`src/rtl/ffbp_pkg.sv`:
```
`timescale 1ns / 1ps
// ----------------------------------------------------------------------------
// ffbp_pkg
// Shared types and constants for the first-fit bin packer.
// ----------------------------------------------------------------------------
package ffbp_pkg;

  localparam int DEFAULT_MAX_BINS = 64;

  localparam int SIZE_W        = 8;  // item size, capacity and fill, tenths
  localparam int BIN_INDEX_W   = 6;
  localparam int BINS_IN_USE_W = 7;

  // Control bits that ride with each item down the chain
  typedef struct packed {
    logic valid;
    logic placed;
    logic opened;
  } ctl_t;

endpackage

```
`src/rtl/ffbp_cell.sv`:
```
`timescale 1ns / 1ps
// ----------------------------------------------------------------------------
// ffbp_cell
// One bin of the chain: holds its capacity and fill, places a passing item
// that fits, opens for the first unplaced item it meets whose size fits in_cap.
// ----------------------------------------------------------------------------
module ffbp_cell #(
  parameter int MAX_BINS = ffbp_pkg::DEFAULT_MAX_BINS,
  parameter int INDEX    = 0,
  localparam int IDX_W   = $clog2(MAX_BINS),
  localparam int CNT_W   = $clog2(MAX_BINS + 1)
) (
  input  logic                        clk,
  input  logic                        rst,
  input  logic                        adv,
  input  ffbp_pkg::ctl_t              in_ctl,
  input  logic [ffbp_pkg::SIZE_W-1:0] in_size,
  input  logic [ffbp_pkg::SIZE_W-1:0] in_cap,
  input  logic [IDX_W-1:0]            in_idx,
  input  logic [ffbp_pkg::SIZE_W-1:0] in_fill,
  input  logic [CNT_W-1:0]            in_cnt,
  output ffbp_pkg::ctl_t              out_ctl,
  output logic [ffbp_pkg::SIZE_W-1:0] out_size,
  output logic [ffbp_pkg::SIZE_W-1:0] out_cap,
  output logic [IDX_W-1:0]            out_idx,
  output logic [ffbp_pkg::SIZE_W-1:0] out_fill,
  output logic [CNT_W-1:0]            out_cnt
);

  logic                        bin_open;
  logic [ffbp_pkg::SIZE_W-1:0] cap;
  logic [ffbp_pkg::SIZE_W-1:0] fill;

  logic [ffbp_pkg::SIZE_W:0]   sum;
  logic                        fits;
  logic                        opens;
  logic                        take;

  assign sum   = {1'b0, fill} + {1'b0, in_size};
  assign fits  = in_ctl.valid && bin_open && !in_ctl.placed && (sum <= {1'b0, cap});
  // Bins open in order, so the first closed cell an unplaced item meets is
  // the next bin to open.
  assign opens = in_ctl.valid && !bin_open && !in_ctl.placed && (in_size <= in_cap);
  assign take  = fits || opens;

  always_ff @(posedge clk) begin
    if (rst) begin
      bin_open      <= 1'b0;
      out_ctl.valid <= 1'b0;
    end else if (adv) begin
      out_ctl.valid  <= in_ctl.valid;
      out_ctl.placed <= in_ctl.placed || take;
      out_ctl.opened <= in_ctl.opened || opens;
      if (opens) begin
        bin_open <= 1'b1;
      end
    end
  end

  always_ff @(posedge clk) begin
    if (adv) begin
      if (opens) begin
        cap  <= in_cap;
        fill <= in_size;
      end else if (fits) begin
        fill <= sum[ffbp_pkg::SIZE_W-1:0];
      end
      out_size       <= in_size;
      out_cap        <= in_cap;
      out_idx        <= take ? IDX_W'(INDEX) : in_idx;
      out_fill       <= opens ? in_size : (fits ? sum[ffbp_pkg::SIZE_W-1:0] : in_fill);
      out_cnt        <= in_cnt + CNT_W'(bin_open || opens);
    end
  end

endmodule

```
`config.mk`:
```
export PLATFORM = sky130hd
export DESIGN_NAME = ffbp_cell
export DESIGN_NICKNAME = d
export VERILOG_FILES = /design/src/rtl/ffbp_pkg.sv /design/src/rtl/ffbp_cell.sv
export SDC_FILE = /design/constraint.sdc
export NUM_CORES = 1
export LEC_CHECK = 0
export ABC_CLOCK_PERIOD_IN_PS = 3490
export BUFFER_PORTS_ARGS = -buffer_cell sky130_fd_sc_hd__clkbuf_2
export CAP_MARGIN = 20
export CORE_MARGIN = 2
export CORE_UTILIZATION = 47
export CTS_CLUSTER_DIAMETER = 200
export DETAILED_ROUTE_END_ITERATION = 12
export PLACE_DENSITY_LB_ADDON = 0.05
export SYNTH_ARGS = -nofsm -noshare
export SYNTH_HDL_FRONTEND = slang
export SYNTH_SLANG_ARGS = --single-unit
```
`constraint.sdc`:
```
create_clock -name clk -period 3.49 [get_ports clk]
set_input_delay 0.1745 -clock clk [delete_from_list [all_inputs] [get_ports clk]]
set_output_delay 0.1745 -clock clk [all_outputs]
set_load 0.1 [all_outputs]
```
==> metrics.md <==
| Metric | Value |
|---|---|
| Failing checks | `negative setup slack` |
| Final TNS setup | `-0.114 ns` |
| PnR worst setup slack | `-0.0265 ns` |
| Unrepaired setup endpoints after global routing | `true` |
| Max_cap viols | `0` |
| Clk root buf | `clkbuf_8` |
| Drt wl/cell | `14.9 µm` |
| Crit end category | `flop` |
| R2r setup slk | `-0.03 ns` |
| Area Growth Syn to Fin | `36.9%` |
| Worst VDD drop | `256 µV` |
| Cts hold-fix bufs | `0` |
| Syn nets | `278` |
| Placed Area | `3550 µm²` |
| Total gr overflow | `0` |
| HP Class | `in2reg` |
| Distinct cells, synth | `36` |
| Mapped cell area | `2890 µm²` |
| Yosys top cell area share | `57.2%` |
| Non-Filler Instances | `411` |
| Worst rel slew slack | `63.2%` |
| Num CTS Buffers | `9` |
| Post-route cell area | `3950 µm²` |
| Seq/Total Area, Yosys | `58.6%` |
| Die Ht | `approximately 82 µm` |
| DRC viols | `0` |
| Routability congestion estimate from global placement | `0.821` |
| Syn_area_per_cell | `around 14 µm²` |
| Via/cell ratio | `4.98` |
| # IOs | `83` |
| Worst hold endpoint | `bin_open$_SDFFE_PP0P_` |
| Die W | `82.4 µm` |
| PortBufs | `between 80 and 90` |
| Seq cells post-synth | `57` |
| Final worst-path cycle share | `101%` |
| Post-DP HPWL | `between 4 and 5 mm` |
| Setup Skew | `between 0.007 and 0.008 ns` |
| Min-delay src | `rst` |
| Required @ worst endpoint | `3.57 ns` |
| Synth area leaders | `edfxtp_1 57%, ha_1 11%, mux2_2 5.5%, inv_1 2.3%, mux2_1 2.3%` |
| Kind of critical path | `reg2reg` |
| Die area | `6790 µm²` |
| Htree depth | `3` |
| ANT cells | `0` |
| Final Hold Vio Count | `0` |
| Worst R2R End | `out_fill[2]$_DFFE_PP_` |
| First-pass GRT wire length | `9.48 mm` |
| Ys async rst share | `0%` |
| Setup violators final | `6` |
| Share of cells above drive strength 1 | `48.5%` |
| EDFF count, synth | `55` |
| Crit start category | `flop` |
| Total power | `about 2.1 mW` |
| Core ar. | `5920 µm²` |
| Most frequent cells in the layout | `82 x clkbuf_2, 55 x edfxtp_1, 26 x buf_4, 22 x ha_1, 18 x inv_1` |
| Initial DRC count | `66` |
| Initial antenna violation count | `0` |
| Crit Path Max Fanout | `5` |
| Worst Reg2Reg Path Length in Cells | `15` |
| R2r startpoint | `fill[1]$_DFFE_PP_` |
| Via count | `2047` |
| Crit path arrival time | `3.60 ns` |
| Synth area leader | `edfxtp_1` |
| Pwr per Cell Area | `521 nW/µm²` |
| F_max | `284 MHz` |
| P_leak | `1.83 nW` |
| Hold Path Depth | `2` |
| CTS tree | `yes` |
| Mapped Cells | `208` |
| Clk_lat worst skew | `~0.33 ns` |
| Clock Path Buffers | `2` |
| Initial Utilization | `~49%` |
| Most common library cell in the layout ignoring fill and taps | `clkbuf_2` |
| Hold_ws | `0.0434 ns` |
| Worst slew pin tran | `0.554 ns` |
| Dpl cells | `383` |
| Top FF cell, synth | `edfxtp_1` |
| Vias in the first global route | `1971` |
| FP Rows | `28` |
| Total GRT Usage | `19.4%` |
| ANT nets after route | `0` |
| DRT Pass-1 Iters | `4` |
| Largest net degree at the start of global routing | `26` |
| Drt total wl | `around 6.1 mm` |
| Clk sinks | `57` |
| Min cycle time layout | `3.52 ns` |
| Fin. max-slew vios | `0` |
| Outcome | `complete, but fails checks` |
| CTS clk-pin slew, worst paths | `around 0.060 ns` |
| Final Net Count | `401` |
| Synth warn | `0` |
-- timing repair --
item	4_1_cts	5_1_grt
setup buffers	8	4
setup endpoints to repair	21	22
resized for setup	4	23
pin swaps	1	9
-- routing by layer --
metal  routed length (µm)  share of wire, %  GRT usage (%)  up-vias
met4                  129               2.1           6.50        0
met2                 2970                48           31.0       63
met5                    0                 0              0        -
met3                  379               6.2           5.87       12
met1                 2650                43           25.1      955
li1                     -                 -              -     1017
-- cell families after synthesis --
family	Yosys count	synth area share [%]
xor+xnor	11	3.33
buf+inv	19	2.51
compound gates	25	5.98
mux	25	9.70
fa+ha+maj	27	12.0
simple gates	44	7.97
flops	57	58.6
-- stage by stage --
stage | worst slack [ns] | utilization [%]
finish | -0.0265 | 66.8
floorplan | 0.0175 | -
global route | -0.168 | 66.8
global placement | -0.0222 | 59.9
detailed placement | -0.142 | 59.9
CTS | 0.000194 | 64.6
-- power breakdown --
| part | total [mW] | switching [mW] | internal (mW) |
|---|---|---|---|
| Combinational | 0.593 | 0.402 | 0.191 |
| Sequential | 0.814 | 0.0111 | 0.803 |
| Clock | 0.651 | 0.249 | 0.402 |
-- layout make-up --
class / instances / area (µm²)
clock buffer: 13 / 139
clock inverter: 3 / 65.1
fill: 475 / 1970
inverter: 18 / 67.6
multi-input combinational: 132 / 1230
sequential: 57 / 1690
tap: 75 / 93.8
timing repair buffer: 113 / 671
-- synthesized netlist by cell type (2+ instances only) --
cell type  count
and3_1         4
a21oi_1        9
nor2b_1        3
nor2_1        10
inv_1         18
mux2_1         6
xor2_1         5
nand2b_1       2
nand4_1        3
a21o_1         3
o211ai_1       4
xnor2_1        6
and2_1         6
mux2_2        14
dfxtp_1        2
mux2i_1        4
edfxtp_1      55
nand2_1        7
ha_1          26
nand3_1        5
-- registers in the layout, summed over array words and instances, names as in the netlist, 3 cells and up --
signal	flops
out_size	8
out_fill	8
out_ctl	3
out_cap	8
out_cnt	7
fill	8
cap	8
out_idx	6
-- how the worst max path moves through the flow --
stage                       endpoint  depth (start not counted)              start
4_1_cts        out_fill[2]$_DFFE_PP_                         14  fill[0]$_DFFE_PP_
2_1_floorplan      fill[0]$_DFFE_PP_                         13  fill[0]$_DFFE_PP_
5_1_grt        out_fill[3]$_DFFE_PP_                         14  fill[1]$_DFFE_PP_
6_report       out_fill[2]$_DFFE_PP_                         15  fill[1]$_DFFE_PP_
3_3_place_gp   out_fill[2]$_DFFE_PP_                         14  fill[0]$_DFFE_PP_
3_5_place_dp   out_fill[4]$_DFFE_PP_                         14  fill[0]$_DFFE_PP_
-- worst max-delay path: stages, from the launching register on --
cell and delay (ns):
edfxtp_1 0.42, buf_6 0.14, fa_2 0.36, a21oi_2 0.17
o211ai_1 0.12, nor2_1 0.15, xnor2_1 0.11, ha_1 0.35
buf_4 0.12, nand2_1 0.06, o32a_1 0.33, o211ai_1 0.10
nand3_2 0.13, buf_6 0.16, mux2_4 0.29, mux2_2 0.26
Power figures use the tool's default switching activity.
